### src/hdl/assert_macros.svh
// Assertion macros for the files that check their own logic.
`ifndef ASSERT_MACROS_SVH
`define ASSERT_MACROS_SVH

// Condition a implies condition c in the same cycle.
`define ASSERT_IMP(lbl, clk, rstn, a, c) \
	lbl: assert property (@(posedge clk) disable iff (!(rstn)) (a) |-> (c)) \
		else $error("same-cycle implication failed");

// Condition a implies condition c in the next cycle.
`define ASSERT_NXT(lbl, clk, rstn, a, c) \
	lbl: assert property (@(posedge clk) disable iff (!(rstn)) (a) |=> (c)) \
		else $error("next-cycle implication failed");

`endif

### src/hdl/cbpr_pkg.sv
// Types, constants and the address fold shared by the bus register unit.
package cbpr_pkg;

	localparam int MAIN_DEPTH   = 65536;
	localparam int MAIN_AW      = 16;
	localparam int SPRITE_DEPTH = 256;
	localparam int SPRITE_AW    = 8;

	// Request type codes
	localparam logic [2:0] RT_CPU_RD   = 3'd0;
	localparam logic [2:0] RT_CPU_WR   = 3'd1;
	localparam logic [2:0] RT_PAD_LOAD = 3'd2;
	localparam logic [2:0] RT_VRAM_RD  = 3'd3;
	localparam logic [2:0] RT_OAM_RD   = 3'd4;
	localparam logic [2:0] RT_POLL     = 3'd5;

	// Register addresses after folding
	localparam logic [15:0] REG_CTRL      = 16'h2000;
	localparam logic [15:0] REG_STATUS    = 16'h2002;
	localparam logic [15:0] REG_OAM_ADDR  = 16'h2003;
	localparam logic [15:0] REG_OAM_DATA  = 16'h2004;
	localparam logic [15:0] REG_VRAM_ADDR = 16'h2006;
	localparam logic [15:0] REG_VRAM_DATA = 16'h2007;
	localparam logic [15:0] REG_DMA       = 16'h4014;
	localparam logic [15:0] REG_PAD       = 16'h4016;
	localparam logic [7:0]  PAL_PAGE      = 8'h3F;
	localparam int          INC_BIT       = 2;
	localparam logic [15:0] STEP_WIDE     = 16'd32;
	localparam logic [15:0] STEP_ONE      = 16'd1;

	// Classified operation carried from front to back
	typedef enum logic [3:0] {
		OP_NOP,
		OP_RD_STATUS,
		OP_RD_PAD,
		OP_RD_VDATA,
		OP_RD_MAIN,
		OP_WR_OAMADDR,
		OP_WR_OAMDATA,
		OP_WR_VADDR,
		OP_WR_VDATA,
		OP_WR_DMA,
		OP_WR_MAIN,
		OP_PAD_LOAD,
		OP_VRAM_RD,
		OP_OAM_RD,
		OP_POLL
	} op_t;

	typedef struct packed {
		logic        valid;
		op_t         op;
		logic [15:0] addr;
		logic [15:0] data;
	} f2b_t;

	typedef struct packed {
		logic pop;
		logic clearing;
	} b2f_t;

	// CPU bus mirroring of RAM and of the picture registers
	function automatic logic [15:0] fold_addr(input logic [15:0] a);
		logic [15:0] r;
		r = a;
		if (a >= 16'h0800 && a <= 16'h1FFF)
			r = a & 16'h07FF;
		else if (a >= 16'h2008 && a <= 16'h3FFF)
			r = 16'h2000 + (a & 16'h0007);
		return r;
	endfunction

endpackage

### src/hdl/cbpr_front.sv
// Front part: accepts requests, folds and classifies them, queues two entries.
module cbpr_front (
	input  logic              clk,
	input  logic              arst_n,
	input  logic              req_valid,
	output logic              req_stall,
	input  logic [2:0]        req_type,
	input  logic [15:0]       address,
	input  logic [15:0]       write_data,
	input  cbpr_pkg::b2f_t    b2f,
	output cbpr_pkg::f2b_t    f2b
);

	cbpr_pkg::f2b_t ent_q [2];
	logic           wp_q, rp_q;
	logic [1:0]     cnt_q;
	cbpr_pkg::op_t  op;
	logic [15:0]    fa;
	logic [15:0]    ea;
	logic           push;

	// Classify the incoming request
	always_comb begin
		fa = cbpr_pkg::fold_addr(address);
		ea = fa;
		op = cbpr_pkg::OP_NOP;
		unique case (req_type)
			cbpr_pkg::RT_CPU_RD: begin
				if (fa == cbpr_pkg::REG_STATUS)
					op = cbpr_pkg::OP_RD_STATUS;
				else if (fa == cbpr_pkg::REG_PAD)
					op = cbpr_pkg::OP_RD_PAD;
				else if (fa == cbpr_pkg::REG_VRAM_DATA)
					op = cbpr_pkg::OP_RD_VDATA;
				else
					op = cbpr_pkg::OP_RD_MAIN;
			end
			cbpr_pkg::RT_CPU_WR: begin
				if (fa == cbpr_pkg::REG_OAM_ADDR)
					op = cbpr_pkg::OP_WR_OAMADDR;
				else if (fa == cbpr_pkg::REG_OAM_DATA)
					op = cbpr_pkg::OP_WR_OAMDATA;
				else if (fa == cbpr_pkg::REG_VRAM_ADDR)
					op = cbpr_pkg::OP_WR_VADDR;
				else if (fa == cbpr_pkg::REG_VRAM_DATA)
					op = cbpr_pkg::OP_WR_VDATA;
				else if (fa == cbpr_pkg::REG_DMA)
					op = cbpr_pkg::OP_WR_DMA;
				else if (fa == cbpr_pkg::REG_PAD)
					op = cbpr_pkg::OP_NOP;
				else
					op = cbpr_pkg::OP_WR_MAIN;
			end
			cbpr_pkg::RT_PAD_LOAD: op = cbpr_pkg::OP_PAD_LOAD;
			cbpr_pkg::RT_VRAM_RD: begin
				op = cbpr_pkg::OP_VRAM_RD;
				ea = address;
			end
			cbpr_pkg::RT_OAM_RD: begin
				op = cbpr_pkg::OP_OAM_RD;
				ea = address;
			end
			cbpr_pkg::RT_POLL: op = cbpr_pkg::OP_POLL;
			default: op = cbpr_pkg::OP_NOP;
		endcase
	end

	assign req_stall = (cnt_q == 2'd2) || b2f.clearing;
	assign push      = req_valid && !req_stall;

	// Two-entry queue
	always_ff @(posedge clk or negedge arst_n) begin
		if (!arst_n) begin
			wp_q  <= 1'b0;
			rp_q  <= 1'b0;
			cnt_q <= 2'd0;
		end else begin
			if (push)
				wp_q <= !wp_q;
			if (b2f.pop)
				rp_q <= !rp_q;
			cnt_q <= cnt_q + {1'b0, push} - {1'b0, b2f.pop};
		end
	end

	always_ff @(posedge clk) begin
		if (push)
			ent_q[wp_q] <= '{valid: 1'b1, op: op, addr: ea, data: write_data};
	end

	always_comb begin
		f2b       = ent_q[rp_q];
		f2b.valid = (cnt_q != 2'd0);
	end

endmodule

### config.mk
export PLATFORM = sky130hd
export DESIGN_NAME = cbpr_front
export DESIGN_NICKNAME = d
export VERILOG_FILES = /design/src/hdl/assert_macros.svh /design/src/hdl/cbpr_pkg.sv /design/src/hdl/cbpr_front.sv
export SDC_FILE = /design/constraint.sdc
export NUM_CORES = 1
export LEC_CHECK = 0
export ABC_AREA = 1
export BUFFER_PORTS_ARGS = -buffer_cell sky130_fd_sc_hd__clkbuf_2
export CORE_MARGIN = 3
export CORE_UTILIZATION = 34
export CTS_CLUSTER_DIAMETER = 120
export DETAILED_ROUTE_END_ITERATION = 12
export GPL_ROUTABILITY_DRIVEN = 0
export PLACE_DENSITY_LB_ADDON = 0.15
export SLEW_MARGIN = 20
export SYNTH_ARGS = -nofsm -noshare
export SYNTH_HDL_FRONTEND = slang
export SYNTH_SLANG_ARGS = --single-unit
### constraint.sdc
create_clock -name clk -period 2.6 [get_ports clk]
set_input_delay 0.26 -clock clk [delete_from_list [all_inputs] [get_ports clk]]
set_output_delay 0.26 -clock clk [all_outputs]
set_load 0.02 [all_outputs]
==> results of run 1 <==
-- stage by stage --
step | cell area (µm²) | setup WS [ns] | util [%] | cells | total power, mW
2_1_floorplan | 3320 | 0.0288 | - | 239 | 2.44
3_3_place_gp | 3890 | 0.784 | 41.5 | 442 | 2.81
3_5_place_dp | 3890 | 0.789 | 41.5 | 442 | 2.82
4_1_cts | 4130 | 0.406 | 44.0 | 458 | 3.86
5_1_grt | 4130 | 0.371 | 44.0 | 458 | 4.00
6_report | 4130 | 0.493 | 44.0 | 458 | 3.78
-- power by group through the flow --
stage          sequential, mW  combinational, mW  clock [mW]
2_1_floorplan            1.60              0.841           0
3_3_place_gp             1.73               1.08           0
3_5_place_dp             1.74               1.08           0
4_1_cts                  1.71               1.09        1.06
5_1_grt                  1.72               1.15        1.13
6_report                 1.70               1.06        1.02
-- how the worst max path moves through the flow --
stage,endpoint,slack [ns]
final,f2b[6],0.49
after global routing,f2b[3],0.37
after CTS,f2b[15],0.41
after detailed placement,f2b[3],0.79
after global placement,f2b[15],0.78
after floorplan,ent_q[0][0]$_DFFE_PP_,0.03
-- cell type report --
type / count / area (µm²)
sequential: 76 / 2260
timing repair buffer: 82 / 438
fill: 912 / 5250
clock buffer: 10 / 128
clock inverter: 5 / 101
inverter: 31 / 116
tap: 129 / 161
multi-input combinational: 125 / 918
-- placed cells by master (no fill, tap or decap) --
master | netlist | routed
clkbuf_8 | 0 | 9
clkinvlp_4 | 0 | 1
dfrtp_2 | 0 | 1
bufinv_16 | 0 | 3
clkinv_1 | 0 | 1
buf_4 | 0 | 3
dfrtp_1 | 4 | 3
nand2_4 | 3 | 3
nand2_2 | 1 | 1
clkbuf_2 | 0 | 77
inv_2 | 1 | 1
nor3_2 | 1 | 1
nand4_1 | 4 | 4
o21ai_0 | 1 | 1
xor2_1 | 2 | 2
nand3_2 | 1 | 1
nor2_4 | 2 | 4
edfxtp_1 | 72 | 72
buf_12 | 0 | 1
o21ai_2 | 1 | 1
ha_1 | 4 | 4
dlygate4sd3_1 | 1 | 1
or2_2 | 2 | 2
mux2_2 | 36 | 36
nand3_1 | 7 | 7
xnor2_1 | 2 | 2
inv_1 | 30 | 30
nand4_2 | 1 | 1
a21oi_1 | 4 | 4
clkbuf_1 | 2 | 1
nor2_1 | 16 | 14
a41oi_1 | 1 | 1
nor3_1 | 6 | 6
nand2_1 | 30 | 30
-- metal layers --
layer	share of wire, %	track usage, %	vias to the layer above
met4	1.2	4.50	0
met5	0	0	-
met1	41	13.7	959
li1	-	-	1005
met3	4.8	4.01	7
met2	53	21.1	42
-- state kept, by name, summed over array words and instances (netlist names) --
signal	count
cnt_q	2
ent_q	72
rp_q	1
wp_q	1
-- cells by family (layout without fill, tap and decap cells) --
kind of cell	after synthesis	in the layout	synth area share (%)
DFF	76	76	68.1
AOI/OAI and AO/OA	7	7	1.28
buffers and inverters	38	128	4.64
and+or+nand+nor	74	74	11.2
xor gates and xnor gates	4	4	1.06
muxes	36	36	12.2
adders and majority gates	4	4	1.51
==> impl_metrics.csv, run 1 <==
group,metric,value,unit
setup_path,path_max_fanout,37,
global_routing,first_global_vias,2077,
synth,synth-edff-count,72,
pwr,p_comb_share,28.1,%
cells_and_area,fin_nets,369,
synth,async_reset_ff_share,5.26,%
die,core-area,0.00937,mm²
setup_path,start_kind,"flop",
clock_tree,clk_pin_slew,0.08,ns
setup_path,r2r-start,"cnt_q[0]$_DFF_PN0_",
pwr,switching_share,30.2,%
cells_and_area,area_growth,24.3,%
synth,yosys.area.top_type,"edfxtp_1",
clock_tree,postCtsHoldBufs,1,
clock_tree,clockRootBuffer,"clkbuf_8",
setup_path,crit_cells,2,
die,pin_count,78,
timing,finClkSkew,0.0102,ns
pwr,leakage,1.72,nW
placed_design,port_buffers,77,
setup_path,crit_buf_inv,1,
synth,synth-main-ff-cell,"edfxtp_1",
synth,synth_seq_cells,76,
setup_path,reg2regPathDepth,5,
routing,drc,0,
synth,synthCells,239,
setup_path,end_kind,"primary output",
setup_path,path_delay_family,"flip-flops",
clock_tree,clk_path_buf_depth,2,
setup_path,reg2reg_slack,0.86,ns
timing,min_period,2.11,ns
synth,yosysWarnings,0,
die,die_w,105,µm
timing,tightest_slew,0.860,ns
setup_path,r2r-end,"ent_q[1][15]$_DFFE_PP_",
clock_tree,numCtsBuffers,9,
synth,netlist_area,0.00332,mm²
hold_path,worstHoldStart,"write_data[10]",
clock_tree,tritoncts,"built",
global_routing,grt_overflow,0,
global_routing,gr-usage-all-layers,12.1,%
setup_path,critPathKind,"flop to primary output",
die,start_util,35.4,%
pwr,power_frac_seq,44.9,%
clock_tree,clkLatencyLatePin,0.34,ns
timing,fmax,0.475,GHz
global_routing,grt_pass1_wl,10100,µm
timing,fin_crit_sh,81.0,%
routing,wire_per_inst,13.7,µm
clock_tree,clock_sinks,76,
synth,yosysSeqAreaShare,68.1,%
run,cap_viol_max_count,0,
routing,vias_per_cell,4.40,
global_routing,antenna_found_initial,0,
cells_and_area,insertedDiodeCount,0,
pwr,power_density,916,mW/mm²
pwr,clockPowerShare,27.0,%
timing,finalSetupViolCount,0,
clock_tree,cts_resized,0,
synth,synth.most_common_cell,"edfxtp_1",
routing,vias,2013,
clock_tree,postCtsSetupBuffers,0,
hold_path,hold_class,"primary input to flop",
synth,synth.avg_cell_area,13.9,µm²
setup_path,crit_path_cell_trace,"mux2_2 -> clkbuf_2",
placed_design,dp_hpwl,4630,µm
timing,drv_slew,0,
synth,synth_top_cells_by_area,"edfxtp_1 65%, mux2_2 12%, inv_1 3.4%",
cells_and_area,drive_above_1_share,44.4,%
timing,relSlewSlack,42.7,%
timing,final_hold_viol_count,0,
clock_tree,htreeDepth,3,
routing,ant_nets,0,
routing,first_pass_iters,4,
die,die_area,0.0110,mm²
hold_path,holdPathEnd,"ent_q[0][10]$_DFFE_PP_",
routing,drt_iter0_markers,72,
routing,wirelength,6250,µm
timing,rsz0062_at_grt,"no",
timing,whs,0.107,ns
pwr,internal_power,2.64,mW
synth,synthDistinctLibCells,27,
pwr,peakVddDrop,0.412,mV
pwr,p_sw,1.14,mW
setup_path,worstPathRequired,2.34,ns
status,status,"complete, no violations",
die,rows,35,
global_routing,grt_max_degree,38,
setup_path,cp-startpoint,"rp_q$_DFFE_PN0P_",
synth,syn-num-nets,283,
setup_path,slowest_stage,"dfrtp_2",
hold_path,worstHoldPathCells,1,
setup_path,crit_path_max_incr_delay,0.93,ns
timing,setup_tns,0,ns
synth,yosysTopAreaCellShare,65.1,%
setup_path,arrival,1.85,ns
die,die_h,105,µm
synth,synth_common_cells,"72 x edfxtp_1, 36 x mux2_2, 30 x inv_1, 30 x nand2_1, 16 x nor2_1",
Power figures use the tool's default switching activity.
==> run 2: changes to the inputs <==
--- a/config.mk
+++ b/config.mk
@@ -5,7 +5,7 @@
 export SDC_FILE = /design/constraint.sdc
 export NUM_CORES = 1
 export LEC_CHECK = 0
-export ABC_AREA = 1
+export ABC_AREA = 0
 export BUFFER_PORTS_ARGS = -buffer_cell sky130_fd_sc_hd__clkbuf_2
 export CORE_MARGIN = 3
 export CORE_UTILIZATION = 34
==> constraint.sdc (replaced) <==
create_clock -name clk -period 2 [get_ports clk]
set_input_delay 0.2 -clock clk [delete_from_list [all_inputs] [get_ports clk]]
set_output_delay 0.2 -clock clk [all_outputs]
set_load 0.02 [all_outputs]
==> run 2 against run 1 <==
  * Cell count is 12% lower
  * Count of clock-buffer cells in the layout stayed put
  * Sequential share of layout area is 1.9 points higher
  * Flip-flop and latch count stayed put
  * Register-to-register slack worse by 0.56 ns
==> impl_metrics.csv, run 2 <==
group,metric,value,unit
status,status,"complete, no violations",
synth,synth.most_common_cell,"edfxtp_1",
clock_tree,htreeDepth,3,
die,start_util,36.0,%
timing,relSlewSlack,64.9,%
timing,setup_tns,0,ns
die,die_area,0.0107,mm²
synth,synth-edff-count,72,
global_routing,first_global_vias,2006,
timing,whs,0.0506,ns
synth,netlist_area,0.00323,mm²
routing,vias,1941,
die,core-area,0.00898,mm²
routing,drt_iter0_markers,76,
synth,synthDistinctLibCells,41,
pwr,power_density,1190,mW/mm²
timing,finClkSkew,0.00497,ns
clock_tree,tritoncts,"built",
timing,finalSetupViolCount,0,
cells_and_area,mostFrequentLayoutCells,"77 x clkbuf_2, 72 x edfxtp_1, 36 x mux2_2",
synth,synth_common_cells,"72 x edfxtp_1, 36 x mux2_2, 8 x and2_4, 7 x inv_1, 5 x a21oi_1",
global_routing,gr-usage-all-layers,12.3,%
cells_and_area,largest_reg_flops,72,
clock_tree,clk_path_buf_depth,2,
placed_design,port_buffers,77,
synth,synth-main-ff-cell,"edfxtp_1",
timing,tightest_slew,0.522,ns
routing,wirelength,6320,µm
run,cap_viol_max_count,0,
routing,first_pass_iters,4,
pwr,total_power,4.74,mW
placed_design,dp_hpwl,4220,µm
clock_tree,cts_resized,0,
setup_path,end_kind,"flop",
setup_path,start_kind,"flop",
clock_tree,numCtsBuffers,9,
clock_tree,clk_pin_slew,0.08,ns
global_routing,grt_pass1_wl,10200,µm
global_routing,grt_overflow,0,
setup_path,critPathKind,"flop to flop",
synth,synth_top_cells_by_area,"edfxtp_1 67%, mux2_2 13%, dfrtp_1 3.1%",
pwr,peakVddDrop,0.655,mV
cells_and_area,final_common_cell,"clkbuf_2",
synth,synth.avg_cell_area,16.9,µm²
cells_and_area,drive_above_1_share,51.3,%
cells_and_area,area_growth,23.5,%
timing,final_hold_viol_count,0,
synth,async_reset_ff_share,5.26,%
synth,yosysTopAreaCellShare,66.9,%
cells_and_area,fin_nets,319,
clock_tree,postCtsSetupBuffers,0,
timing,fin_crit_sh,84.9,%
setup_path,path_max_fanout,3,
routing,wire_per_inst,15.6,µm
pwr,leakage,1.51,nW
synth,syn-num-nets,235,
cells_and_area,post-route-util,44.5,%
cells_and_area,top_regs,"ent_q (72), cnt_q (2)",
synth,yosysSeqAreaShare,70.0,%
clock_tree,clkLatencyLatePin,0.34,ns
timing,fmax,0.589,GHz
timing,rsz0062_at_grt,"no",
die,pin_count,78,
clock_tree,clock_sinks,76,
clock_tree,clockRootBuffer,"clkbuf_8",
routing,ant_nets,0,
die,rows,34,
die,die_h,104,µm
die,die_w,104,µm
synth,yosysWarnings,0,
global_routing,grt_max_degree,38,
timing,drv_slew,0,
synth,yosys.area.top_type,"edfxtp_1",
hold_path,hold_class,"primary input to flop",
routing,vias_per_cell,4.79,
clock_tree,postCtsHoldBufs,1,
routing,drc,0,
setup_path,worstPathRequired,2.26,ns
timing,min_period,1.70,ns
synth,synthCells,191,
setup_path,reg2reg_slack,0.30,ns
cells_and_area,insertedDiodeCount,0,
cells_and_area,regMostFlops,"ent_q",
synth,synth_seq_cells,76,
setup_path,arrival,1.96,ns
global_routing,antenna_found_initial,0,
[run 2: report_power, final]
part           leakage (nW)  internal (mW)  total (mW)  switching (mW)
combinational         0.717          0.664        1.59           0.921
clock                0.0858          0.563        1.09           0.523
sequential            0.705           2.00        2.07          0.0686
total                  1.51           3.22        4.74            1.51
[run 2: through the flow]
step	instances	instance area, µm²	setup slack, ns
final	405	3990	0.302
after global routing	405	3990	0.122
after CTS	405	3990	0.245
after detailed placement	389	3800	0.230
after global placement	389	3800	0.252
after floorplan	191	3240	0.0826
[run 2: cells by family (layout without fill, tap and decap cells)]
group | after synthesis | in the layout | share of synthesized area (%)
DFF | 76 | 76 | 70.0
xor gates and xnor gates | 5 | 5 | 1.35
buffers and inverters | 15 | 103 | 2.24
AOI/OAI and AO/OA | 19 | 19 | 4.45
adders and majority gates | 4 | 4 | 1.55
muxes | 38 | 38 | 13.2
and+or+nand+nor | 34 | 34 | 7.28
[run 2: worst max-delay path, stage by stage (launching register included)]
cell and delay, ns:
dfrtp_1 0.38, inv_1 0.05, a21oi_1 0.22, nand2_1 0.17
ha_1 0.31, inv_1 0.04, ha_1 0.18, xnor2_1 0.16
xnor2_1 0.13
[run 2: final timing paths]
kind | end | startpoint | cells after the start
worst min register to register | cnt_q[1]$_DFF_PN0_ | cnt_q[1]$_DFF_PN0_ | 1
worst min-delay path | ent_q[0][3]$_DFFE_PP_ | write_data[3] | 1
worst max register to register | cnt_q[1]$_DFF_PN0_ | cnt_q[0]$_DFF_PN0_ | 8
min in group asynchronous | rp_q$_DFFE_PN0P_ | arst_n | 2
worst max-delay path | cnt_q[1]$_DFF_PN0_ | cnt_q[0]$_DFF_PN0_ | 8
max in group asynchronous | rp_q$_DFFE_PN0P_ | arst_n | 2
[run 2: area by class of cell]
type	instances	area (µm²)
clock buffers	10	128
clock inverters	5	53.8
fillers	849	4980
inverters	7	26.3
multi-input cells	100	907
flip-flops and latches	76	2260
well taps	126	158
repair buffers	81	455
[run 2: metal layers]
metal	track usage (%)	vias to the layer above	wire (µm)
met3	3.30	10	314
met1	16.0	970	2890
li1	-	901	-
met5	0	-	0
met2	19.2	60	3000
met4	5.41	0	114
==> run 3: changes to the inputs <==
==> constraint.sdc (replaced) <==
create_clock -name clk -period 1.5 [get_ports clk]
set_input_delay 0.15 -clock clk [delete_from_list [all_inputs] [get_ports clk]]
set_output_delay 0.15 -clock clk [all_outputs]
set_load 0.02 [all_outputs]
==> run 3 against run 2 <==
  * The flow now finishes with violations (setup timing)
  * Count of clock-buffer cells in the layout up 1
  * Hold slack got worse by 0.030 ns
  * Core utilization grew 6.8 points
  * Clock skew grew 0.0048 ns
  * Routed wire length is 12% higher
  * First-iteration DRC count shrank 24%
  * Setup slack got worse by 0.45 ns
  * Final area increased by 15%
  * Cell count rose by 11%
  * Global-route usage up 0.90 points
  * Via count is 6.3% higher
  * Highest routed layer unchanged
==> impl_metrics.csv, run 3 (same netlist as run 2, synthesis figures left out) <==
group,metric,value,unit
status,status,"finished, violations left",
status,violations,"setup timing",
placed_design,placed_cell_area,0.00399,mm²
cells_and_area,drive_above_1_share,55.7,%
routing,vias_per_cell,4.60,
cells_and_area,fin_nets,362,
clock_tree,clock_sinks,76,
pwr,peakVddDrop,0.743,mV
placed_design,port_buffers,77,
run,cap_viol_max_count,0,
timing,relSlewSlack,74.8,%
setup_path,start_kind,"flop",
timing,final_hold_viol_count,0,
global_routing,gr-usage-all-layers,13.2,%
placed_design,dp_hpwl,4650,µm
setup_path,arrival,1.50,ns
cells_and_area,area_growth,42.4,%
cells_and_area,mostFrequentLayoutCells,"72 x edfxtp_1, 65 x clkbuf_2, 33 x mux2_2",
die,rows,34,
global_routing,first_global_vias,2157,
timing,fin_crit_sh,110,%
cells_and_area,top_regs,"ent_q (72), cnt_q (2)",
routing,ant_nets,0,
timing,setup_tns,-4.98,ns
pwr,leakage,1.80,nW
global_routing,grt_max_degree,26,
timing,finClkSkew,0.00973,ns
pwr,power_density,1550,mW/mm²
clock_tree,clockRootBuffer,"clkbuf_8",
cells_and_area,fill_cells,796,
placed_design,post-place-ws,-0.222,ns
clock_tree,htreeDepth,3,
die,die_w,104,µm
clock_tree,clkLatencyLatePin,0.34,ns
setup_path,reg2regPathDepth,6,
routing,first_pass_iters,4,
hold_path,worstHoldPathCells,1,
cells_and_area,final_common_cell,"edfxtp_1",
routing,drt_iter0_markers,58,
setup_path,r2r-start,"cnt_q[1]$_DFF_PN0_",
timing,rsz0062_at_grt,"yes",
clock_tree,numCtsBuffers,9,
clock_tree,clk_pin_slew,0.07,ns
die,die_h,104,µm
die,core-area,0.00898,mm²
routing,drc,0,
pwr,total_power,7.14,mW
hold_path,holdPathEnd,"ent_q[0][15]$_DFFE_PP_",
timing,layout_setup_ws,-0.148,ns
die,start_util,36.0,%
global_routing,grt_pass1_wl,11000,µm
hold_path,worstHoldStart,"write_data[15]",
die,die_area,0.0107,mm²
cells_and_area,regMostFlops,"ent_q",
routing,wirelength,7060,µm
setup_path,end_kind,"primary output",
setup_path,r2r-end,"ent_q[0][3]$_DFFE_PP_",
routing,vias,2064,
cells_and_area,largest_reg_flops,72,
timing,finalSetupViolCount,62,
cells_and_area,final_cell_area,0.00460,mm²
clock_tree,clk_path_buf_depth,2,
clock_tree,tritoncts,"built",
timing,drv_slew,0,
timing,whs,0.0208,ns
timing,fmax,0.607,GHz
cells_and_area,insertedDiodeCount,0,
timing,min_period,1.65,ns
die,pin_count,78,
routing,wire_per_inst,15.7,µm
setup_path,worstPathRequired,1.35,ns
setup_path,critPathKind,"flop to primary output",
timing,tightest_slew,0.378,ns
hold_path,hold_class,"primary input to flop",
setup_path,path_max_fanout,12,
setup_path,reg2reg_slack,-0.03,ns
global_routing,antenna_found_initial,0,
global_routing,grt_overflow,0,
[run 3: cell count changes in the layout (fill, tap and decap cells not counted), moves of 4 or more]
cell / delta
buf_4: +19
dlygate4sd3_1: +15
clkbuf_2: -12
buf_2: +6
buf_6: +6
clkbuf_16: +4
[run 3: cell type report]
type                    count  area, µm²  share of cell area, %
well taps                 126        158                   3.42
clock inverters             5       75.1                   1.63
clock buffers              11        141                   3.07
flip-flops and latches     76       2260                   49.2
multi-input cells         100        963                   20.9
repair buffers            124        976                   21.2
inverters                   7       26.3                  0.571
[run 3: what timing repair did]
| item | 4_1_cts | 5_1_grt |
|---|---|---|
| setup buffers | 0 | 2 |
| pin swaps | 6 | 6 |
| gates cloned | 0 | 5 |
| hold endpoints to repair | 32 | 2 |
| setup endpoints to repair | 37 | 82 |
| hold buffers | 15 | 1 |
| resized for setup | 7 | 30 |
[run 3: worst max-delay path, stage by stage (launching register included)]
cell	delay, ns
dfrtp_2	0.46
clkbuf_16	0.20
mux2_2	0.34
clkbuf_2	0.16
[run 3: how the worst max path moves through the flow]
| stage | cells after the start | endpoint | startpoint |
|---|---|---|---|
| floorplan | 4 | ent_q[0][0]$_DFFE_PP_ | cnt_q[0]$_DFF_PN0_ |
| global placement | 5 | ent_q[0][27]$_DFFE_PP_ | address[8] |
| detailed placement | 5 | ent_q[0][27]$_DFFE_PP_ | address[8] |
| CTS | 3 | f2b[20] | rp_q$_DFFE_PN0P_ |
| global route | 3 | f2b[23] | rp_q$_DFFE_PN0P_ |
| finish | 3 | f2b[19] | rp_q$_DFFE_PN0P_ |
[run 3: per-stage QoR]
step | cells | utilization, %
after floorplan | 191 | -
after global placement | 410 | 44.4
after detailed placement | 410 | 44.4
after CTS | 441 | 49.0
after global routing | 449 | 51.3
final | 449 | 51.3
[run 3: routing by layer]
metal  GRT usage, %  share of wire, %  routed length, µm  vias to the layer above
li1               -                 -                  -                      984
met1           16.8                46               3230                     1010
met2           21.8                48               3410                       65
met3           3.36               4.7                335                        5
met4           4.56               1.1                 80                        0
met5              0                 0                  0                        -
[run 3: report_power, final]
part / internal (mW) / total [mW] / switching (mW)
combinational: 1.34 / 2.69 / 1.35
clock: 0.974 / 1.67 / 0.697
sequential: 2.66 / 2.78 / 0.117
